### config.mk
export PLATFORM = sky130hd
export DESIGN_NAME = rfps_qual
export DESIGN_NICKNAME = d
export VERILOG_FILES = /design/src/rtl/rfps_pkg.sv /design/src/rtl/rfps_qual.sv
export SDC_FILE = /design/constraint.sdc
export NUM_CORES = 1
export LEC_CHECK = 0
export BUFFER_PORTS_ARGS = -buffer_cell sky130_fd_sc_hd__buf_4
export CORE_AREA = 5 5 42 44
export DETAILED_ROUTE_END_ITERATION = 10
export DIE_AREA = 0 0 47 49
export GPL_ROUTABILITY_DRIVEN = 0
export RECOVER_POWER = 25
export REMOVE_ABC_BUFFERS = 1
export SLEW_MARGIN = 40
export SYNTH_ARGS = -nofsm -noshare
export SYNTH_HDL_FRONTEND = slang
export SYNTH_SLANG_ARGS = --single-unit
### constraint.sdc
create_clock -name vclk -period 1.28
set_input_delay 0.128 -clock vclk [all_inputs]
set_output_delay 0.128 -clock vclk [all_outputs]
set_load 0.02 [all_outputs]
### src/rtl/rfps_pkg.sv
// Shared types and constants for the rarest-first piece selector.
// Depends on nothing; imported by rfps_qual, the top level and the bench.
`default_nettype none
package rfps_pkg;

  // default sizes, used as the defaults of the top level parameters
  localparam int MaxPiecesDef = 256;
  localparam int MaxPeersDef  = 16;

  // transaction field widths
  localparam int FUNC_W  = 3;
  localparam int PEER_W  = 4;
  localparam int PIECE_W = 8;
  localparam int RAR_W   = 8;
  localparam int IN_TDATA_W  = 24;  // peer, piece, bit_value, rarity, zero fill
  localparam int OUT_TDATA_W = 16;  // found, piece_index, zero fill

  // configuration port
  localparam int CFG_IDX_W  = 2;
  localparam int CFG_DATA_W = 9;
  localparam int MODE_W  = 1;
  localparam int PCNT_W  = 9;
  localparam int PEERC_W = 5;
  localparam int BEST_W  = 6;        // holds peer_count + 1

  typedef enum logic [CFG_IDX_W-1:0] {
    CFG_SEL_MODE   = 2'd0,
    CFG_PIECE_CNT  = 2'd1,
    CFG_PEER_CNT   = 2'd2,
    CFG_UNUSED     = 2'd3
  } cfg_idx_t;

  typedef enum logic [FUNC_W-1:0] {
    FN_PEER_BIT  = 3'd0,
    FN_PEER_ACT  = 3'd1,
    FN_HAVE_BIT  = 3'd2,
    FN_BUSY_BIT  = 3'd3,
    FN_RARITY    = 3'd4,
    FN_SELECT    = 3'd5,
    FN_RSVD6     = 3'd6,
    FN_RSVD7     = 3'd7
  } func_t;

  localparam logic MODE_RAREST = 1'b0;

  // piece entry layout in the table RAM; peer bits sit from PEER_LSB upwards
  localparam int HAVE_BIT = 0;
  localparam int BUSY_BIT = 1;
  localparam int RAR_LSB  = 2;
  localparam int PEER_LSB = RAR_LSB + RAR_W;

  // verdict of the compare unit on one entry
  typedef struct packed {
    logic qual;  // free and held by an active peer
    logic take;  // replaces the current best
  } qual_t;

endpackage
`default_nettype wire

### src/rtl/rfps_qual.sv
// Compare unit of the scan: judges one piece entry against the running best.
// Depends on rfps_pkg (entry layout, qual_t).
`default_nettype none
module rfps_qual #(
  parameter int MAX_PEERS = rfps_pkg::MaxPeersDef,
  localparam int ENT_W = rfps_pkg::PEER_LSB + MAX_PEERS
) (
  input  wire logic [ENT_W-1:0]          entry,
  input  wire logic [MAX_PEERS-1:0]      holders,
  input  wire logic [rfps_pkg::BEST_W-1:0] best_rar,
  input  wire logic                      seq_mode,
  input  wire logic                      found,
  output rfps_pkg::qual_t                verdict
);
  import rfps_pkg::*;

  logic           held;
  logic           rarer;

  always_comb begin
    held  = |(entry[PEER_LSB +: MAX_PEERS] & holders);
    rarer = entry[RAR_LSB +: RAR_W] < RAR_W'(best_rar);
    verdict.qual = !entry[HAVE_BIT] && !entry[BUSY_BIT] && held;
    // sequential mode keeps the first hit; rarest keeps strictly smaller counts
    verdict.take = verdict.qual && (seq_mode ? !found : rarer);
  end

endmodule
`default_nettype wire

==> metrics <==
status finished with violations; failing checks negative setup slack; drt wl/cell 12.1 microns; # setup viols final 1; Yosys cell types 15; CP arrival 1.26 ns; CP Class primary input to output pin; vias per cell 4.63; Slew HR 0.824; mean post-synth cell area 7.27 sq um; I/O pin count 52; # Post-CTS Setup Buffers 0; # fillers 147; Design Area, Final 709 sq um; Peak Freq 721 MHz; simple logic cell fraction of the synthesized area 0.231; Hold WS 0.529 ns; Synth Area in Adders 0.269; DIE HEIGHT 49 microns; Nets 142; DRC 0; die width 47 microns; CP startpoint kind primary input; row cnt 14; Post-DP HPWL 1.16 mm; fin crit period 1.39 ns; Lkg Pwr 0.379 nW; pwr dens 287 nW/um^2; first-pass GRT wire length 1.86 mm; pre-CTS WS -0.303 ns; worst vdd rail ir drop 0.136 mV; sequential area share after synthesis 0; number of antenna violations at the first check in global routing 0; Syn Inst Count 32; hold path startpoint entry[0]; Synth Area in Compound Gates 0.419; Post-DRT Antenna Nets 0; All-Layer GR Usage 0.102; DRT iter0 DRCs 2; DIE AREA 2300 sq um; area of the multi-input gates 265 sq um; Clock Buffer Count 0; largest family of logic cells by synthesized area compound AO/OA/AOI/OAI gates; antenna fix cells 0; Initial Utilization 0.166; Post-Synth XOR/XNOR Area 0; Final Util 0.506; First-pass DRT Iterations 2; Area Growth Syn to Fin 205%; Slew @ Worst Pin 0.263 ns; largest net degree at the start of global routing 3; Final WS setup -0.108 ns; global route overflow 0; # port buffers 52; final WL 1.22 mm; worst setup path start best_rar[5]; fraction of layout cells with a size suffix above 1 0.729; final max-slew violation count 0; Netlist Area Pre-Place 233 sq um; Hold Crit Class primary input to output pin; final hold vios 0; Critical Path Fanout Max 1; register area 0 sq um; Ys Warns 0; Vias 468; final sequential cell count 0; RSZ-0062 raised after global routing true; Worst setup endpoint verdict[0]; CP endpoint kind output pin; vias in the first global route 516; core area 1400 sq um; worst endpoint required time 1.15 ns; fraction of synthesized area in multiplexers 0; Max-Cap Viols 0; Tcrit/Tclk final 1.08; Placed Area 651 sq um
cell families (layout without fill, tap and decap cells):
| kind of cell | after synthesis | after routing |
|---|---|---|
| AOI/OAI and AO/OA | 12 | 12 |
| and+or+nand+nor | 10 | 10 |
| adders and majority gates | 5 | 5 |
| buffers and inverters | 5 | 58 |
layer usage:
layer / share of wire / track usage / vias up
met4: 0 / 0 / 0
met1: 0.32 / 0.107 / 198
li1: - / - / 237
met3: 0.15 / 0.0332 / 0
met5: 0 / 0 / -
met2: 0.53 / 0.199 / 33
synthesized netlist by cell type (all sizes together):
| master | n | area share |
|---|---|---|
| nand2b | 1 | 0.027 |
| inv | 5 | 0.081 |
| a21oi | 1 | 0.021 |
| nor3 | 2 | 0.043 |
| and4 | 1 | 0.038 |
| nor2b | 1 | 0.027 |
| nand2 | 1 | 0.016 |
| a2111oi | 1 | 0.038 |
| o21ai | 1 | 0.021 |
| a221oi | 4 | 0.15 |
| o221ai | 1 | 0.038 |
| a22o | 4 | 0.15 |
| ha | 5 | 0.27 |
| nor2 | 3 | 0.048 |
| or4 | 1 | 0.032 |
area by class of cell:
| class | instances | area share |
|---|---|---|
| Tap cell | 16 | 0.0282 |
| Multi-Input combinational cell | 27 | 0.374 |
| Inverter | 5 | 0.0300 |
| Timing Repair Buffer | 53 | 0.568 |
critical path, stage by stage:
cell	delay [ns]
buf_6	0.07
inv_4	0.03
ha_4	0.14
or4_4	0.41
a21oi_2	0.11
o21ai_1	0.06
nor3_1	0.13
buf_4	0.17
power by group:
group          switching (mW)  internal [mW]
sequential                  0              0
clock                       0              0
combinational          0.0622          0.141
repair_timing:
item / 4_1_cts / 5_1_grt
gates resized for setup: 9 / 5
setup endpoints to repair: 2 / 2
endpoints found under the hold margin: 0 / 0
hold buffers: 0 / 0
pin swaps: 5 / 2
metrics by stage:
| stage | cells | total power [mW] | TNS [ns] |
|---|---|---|---|
| 2_1_floorplan | 32 | 0.0477 | -0.303 |
| 3_3_place_gp | 101 | 0.178 | -0.283 |
| 3_5_place_dp | 101 | 0.179 | -0.322 |
| 4_1_cts | 101 | 0.194 | -0.163 |
| 5_1_grt | 101 | 0.227 | -0.183 |
| 6_report | 101 | 0.204 | -0.108 |
cells in the final DEF (no fill, tap or decap), drive strengths merged:
| cell | count |
|---|---|
| buf | 53 |
| nor3 | 2 |
| nor2b | 1 |
| a21oi | 1 |
| a22o | 4 |
| a221oi | 4 |
| nand2 | 1 |
| nand2b | 1 |
| o221ai | 1 |
| o21ai | 1 |
| and4 | 1 |
| a2111oi | 1 |
| ha | 5 |
| or4 | 1 |
| inv | 5 |
| nor2 | 3 |
worst min path at each step:
stage	to	depth (start not counted)	slack (ns)
2_1_floorplan	verdict[1]	1	0.34
3_3_place_gp	verdict[1]	3	0.52
3_5_place_dp	verdict[1]	3	0.53
4_1_cts	verdict[1]	3	0.53
5_1_grt	verdict[1]	3	0.54
6_report	verdict[1]	3	0.53
Note: power is estimated with default switching activity, not from simulation.
