File: config.mk
export PLATFORM = sky130hd
export DESIGN_NAME = rfps_ram
export DESIGN_NICKNAME = d
export VERILOG_FILES = /design/src/rtl/rfps_ram.sv
export SDC_FILE = /design/constraint.sdc
export NUM_CORES = 2
export LEC_CHECK = 0
export BUFFER_PORTS_ARGS = -buffer_cell sky130_fd_sc_hd__buf_2
export CAP_MARGIN = 20
export CORE_ASPECT_RATIO = 1.25
export CORE_MARGIN = 2
export CORE_UTILIZATION = 62
export DETAILED_ROUTE_END_ITERATION = 12
export PLACE_DENSITY = 0.76
export SLEW_MARGIN = 10
export SYNTH_ARGS = -nofsm -noshare
export SYNTH_HDL_FRONTEND = slang
export SYNTH_SLANG_ARGS = --single-unit
File: constraint.sdc
create_clock -name clk -period 3 [get_ports clk]
set_clock_uncertainty 0.05 [all_clocks]
set_input_delay 0.6 -clock clk [delete_from_list [all_inputs] [get_ports clk]]
set_output_delay 0.6 -clock clk [all_outputs]
set_load 0.05 [all_outputs]
File: src/rtl/rfps_ram.sv
// Generic single-write, single-read RAM with registered read data.
// Depends on nothing; holds the piece table.
`default_nettype none
module rfps_ram #(
  parameter int WIDTH = 8,
  parameter int DEPTH = 256,
  localparam int AW = (DEPTH > 1) ? $clog2(DEPTH) : 1
) (
  input  wire logic             clk,
  input  wire logic             we,
  input  wire logic [AW-1:0]    waddr,
  input  wire logic [WIDTH-1:0] wdata,
  input  wire logic [AW-1:0]    raddr,
  output logic      [WIDTH-1:0] rdata
);

  logic [WIDTH-1:0] mem [DEPTH];

  always_ff @(posedge clk) begin
    if (we) begin
      mem[waddr] <= wdata;
    end
    rdata <= mem[raddr];
  end

endmodule
`default_nettype wire

==> results.md <==
Routing:
- In this run the remaining antenna-violating nets after routing total 0.
- For this block, the routed nets add up to 202,000 um of wire.
- Dividing the detail-routed wire length by the instance count gives 32.33 um.
- The via density per instance is 6.721.
- The DRC violation count after routing is 0.
- The pre-antenna-repair detailed-routing pass consisted of 5 iterations.
- The iteration-0 DRC count of the detailed router is 6,254.
- The total number of vias is 42.00k.

Worst setup path:
- Data arrives at the worst endpoint at 3.60 ns.
- The minimum setup slack among reg-to-reg paths is 0.08 ns.
- Of all nets on the critical path, the largest fanout is 14.
- The required time at the endpoint of the critical path is 3.60 ns.
- The reg-to-reg critical path startpoint is mem[87][1].
- The number of cells on the worst reg-to-reg path is 5.
- The capturing point of the worst reg2reg path is rdata[1].
- STA classifies the critical path endpoint as a register.
- The worst setup path is launched from an input pin.
- The critical path class is input pin to register.

STA:
- The count of final max-slew check failures came to 0.
- The slew at the pin with the worst max-slew slack is 1.159 ns.
- The final worst setup slack is 0.001617 ns.
- Setup violations remaining at the end of the flow were counted as 0.
- The worst hold slack is 0.2549 ns.
- The post-route fraction of the period consumed by the critical path is 0.9995.
- For the final routed database, the setup TNS stands at 0 ns.
- Timing would allow up to 0.3335 GHz.
- Setup repair after global routing left no endpoint under its margin.
- The post-route minimum period is 2.998 ns.
- The count of final hold-check violations is 0.
- The worst pin sits at a relative slew slack of 0.2200.

Clock tree:
- The number of clock buffers added by TritonCTS is 183.
- TritonCTS built the clock tree.
- The clock transition at the register clock pins on the worst setup and hold paths after CTS is 0.06 ns.
- In this run, post-CTS hold repair placed 0 buffers.
- The maximum number of buffers from clock root to sink is 3.
- The tree is rooted in a clkbuf_16.
- The H-tree depth reported by CTS is 4.
- The worst-skew pair later-pin latency is 0.83 ns.
- The number of sinks driven by the clock tree is 2,056.

Floorplanning:
- The total number of placement rows is 146.
- For this configuration, the core starts out at a cell density of 0.6266.
- The die covers 131,200 um^2.
- 34 I/O pins were placed.
- The die is 404.5 um tall.
- The total area inside the core boundary comes to 127,000 um^2.
- The die is 324.4 um wide.

Synth:
- The number of nets handed over by synthesis was 3,759.
- The most used flip-flop cell after synthesis is edfxtp_1.
- Counting flops and latches in the post-synthesis netlist gives 2,056.
- The cell count after synthesis came out at 3,733.
- The netlist uses 55 different library cells.
- The share of synthesized flip-flops with an asynchronous set or reset is 0.
- The total number of yosys warnings is 0.
- The share of synthesized area occupied by flip-flops and latches is 0.7750.
- The average cell area after synthesis is 21.31 um^2.
- The cell area that synthesis handed to floorplanning was 79,560 um^2.
- Yosys mapped a number of flops with a built-in enable equal to 2,048.

Cells and area:
- The total number of nets in the final design is 4,410.
- In the final layout, the share of cells above drive strength 1 is 0.3182.
- The final cell count without fillers is 6,249.
- The layout has 6,889 filler cells.
- In the layout the commonest cells are edfxtp_1 (2,048), buf_4 (596), mux4_2 (454), nor2_1 (279), clkbuf_16 (190).
- The commonest non-fill, non-tap cell in the layout is edfxtp_1.
- Relative to the synthesized area, the layout overhead comes to 16.04%.

Placed design:
- Including well taps, the total number of placed cells is 5,901.
- The HPWL after detailed placement is 129,300 um.
- In this run the tool buffered the top-level ports with 33 buffer cells.
- At the end of routability-driven placement, the weighted congestion stood at 0.8910.
- At the placement stage, the worst setup path has a slack of -1.119 ns.

Global routing:
- The wire length of the first global-routing pass is 294,200 um.
- The aggregate global-route resource usage is 0.3134.
- Entering global routing, the biggest net connects 89 pins.
- The total overflow left after global routing is 0.
- The initial antenna violation count is 7.
- The via count of the first global-routing pass is 43.22k.

Power:
- Summed over all cells, the static leakage comes to 0.02998 uW.
- Power spread over the standard cell area amounts to 628.6 nW/um^2.
- VDD sags by at most 0.0004936 V.
- The sum of internal, switching and leakage power is 58,030 uW.

Hold path:
- The worst hold path stage count is 1.
- The worst hold path terminates at mem[83][2].
- The startpoint of the most critical hold path is wdata[2].
- The path class of the lowest-slack min-delay path is input pin to register.

Run:
- The number of max-cap violations is 0.

Run status:
- The flow ran to the end, and the final reports show no timing, DRC or antenna violations.
[layout make-up]
class | count | area (um^2) | share of cell area
Clock buffer | 227 | 4923 | 0.05333
Inverter | 2 | 7.507 | 0.00008132
Sequential cell | 2056 | 61660 | 0.6679
Antenna cell | 6 | 15.01 | 0.0001626
Multi-Input combinational cell | 1442 | 16500 | 0.1788
Tap cell | 1702 | 2130 | 0.02307
Timing Repair Buffer | 699 | 6116 | 0.06625
Clock inverter | 115 | 960.9 | 0.01041
[flip-flops by register name (all words and copies together) (netlist names)]
signal  cells
mem      2048
rdata       8
[logic make-up after synthesis]
kind of cell / share of synthesized area
buffers and inverters: 0.01831
muxes: 0.1462
and+or+nand+nor: 0.02628
AOI/OAI and AO/OA: 0.03419
DFF: 0.7750
[worst max-delay path by stage]
stage | from | slack (ns) | cells past startpoint | end
2_1_floorplan | raddr[0] | 0.41 | 9 | rdata[2]
3_3_place_gp | raddr[0] | -1.09 | 11 | rdata[2]
3_5_place_dp | raddr[0] | -1.12 | 11 | rdata[2]
4_1_cts | raddr[0] | 0.11 | 9 | rdata[1]
5_1_grt | raddr[0] | 0.07 | 11 | rdata[1]
6_report | raddr[0] | 0.002 | 9 | rdata[1]
[power by group]
group / switching, uW / internal [uW]
clock: 10200 / 12700
sequential: 56.2 / 31700
combinational: 2060 / 1290
[synth_stat cells, types with 4 or more instances]
library cell     n  share of area
edfxtp_1      2048           0.77
mux4_2         454           0.13
nor2_1         282          0.013
mux2i_1        134          0.017
a22oi_1        133          0.013
clkbuf_1       111         0.0052
a21oi_1         96         0.0060
o221ai_1        46         0.0051
nand3_1         34         0.0021
nand2_1         33         0.0016
buf_2           31         0.0020
nor2b_1         31         0.0024
o22ai_1         28         0.0022
buf_4           27         0.0025
nor4_1          24         0.0019
buf_1           22         0.0010
nor3_1          22         0.0014
buf_6           21         0.0030
a211oi_1        16         0.0015
a221oi_1        13         0.0014
buf_8           13         0.0025
nand4_1         10        0.00079
o211ai_1        10        0.00094
o21ai_0         10        0.00063
a22o_1           8        0.00088
buf_12           8         0.0020
dfxtp_1          8         0.0020
nand2b_1         8        0.00063
and2_1           6        0.00047
o22a_1           5        0.00055
o32ai_1          4        0.00044
or2_2            4        0.00031
[layer usage]
| layer | track usage | vias to the layer above | routed length [um] |
|---|---|---|---|
| li1 | - | 16993 | - |
| met2 | 0.5270 | 2736 | 102500 |
| met4 | 0.1538 | 8 | 11230 |
| met1 | 0.3953 | 21712 | 68150 |
| met5 | 0 | - | 47 |
| met3 | 0.06213 | 548 | 20090 |
[through the flow]
stage	cell area, um^2	util
after global routing	92310	0.7271
after global placement	86390	0.6804
after floorplan	79560	-
final	92320	0.7271
after CTS	92300	0.7270
after detailed placement	86400	0.6805
[critical path, stage by stage]
cell and delay [ns]:
buf_8 0.15, buf_12 0.15, buf_12 0.18, buf_12 0.14, mux4_2 0.53, mux4_2 0.50, nor2b_1 0.19, nor4_1 0.97
nor4_1 0.16
[what timing repair did]
| action | CTS | global route |
|---|---|---|
| resized for setup | 3 | 0 |
| setup buffers | 0 | 0 |
| endpoints found under the setup margin | 2 | 0 |
No activity file was read; power rests on OpenSTA's default activity.
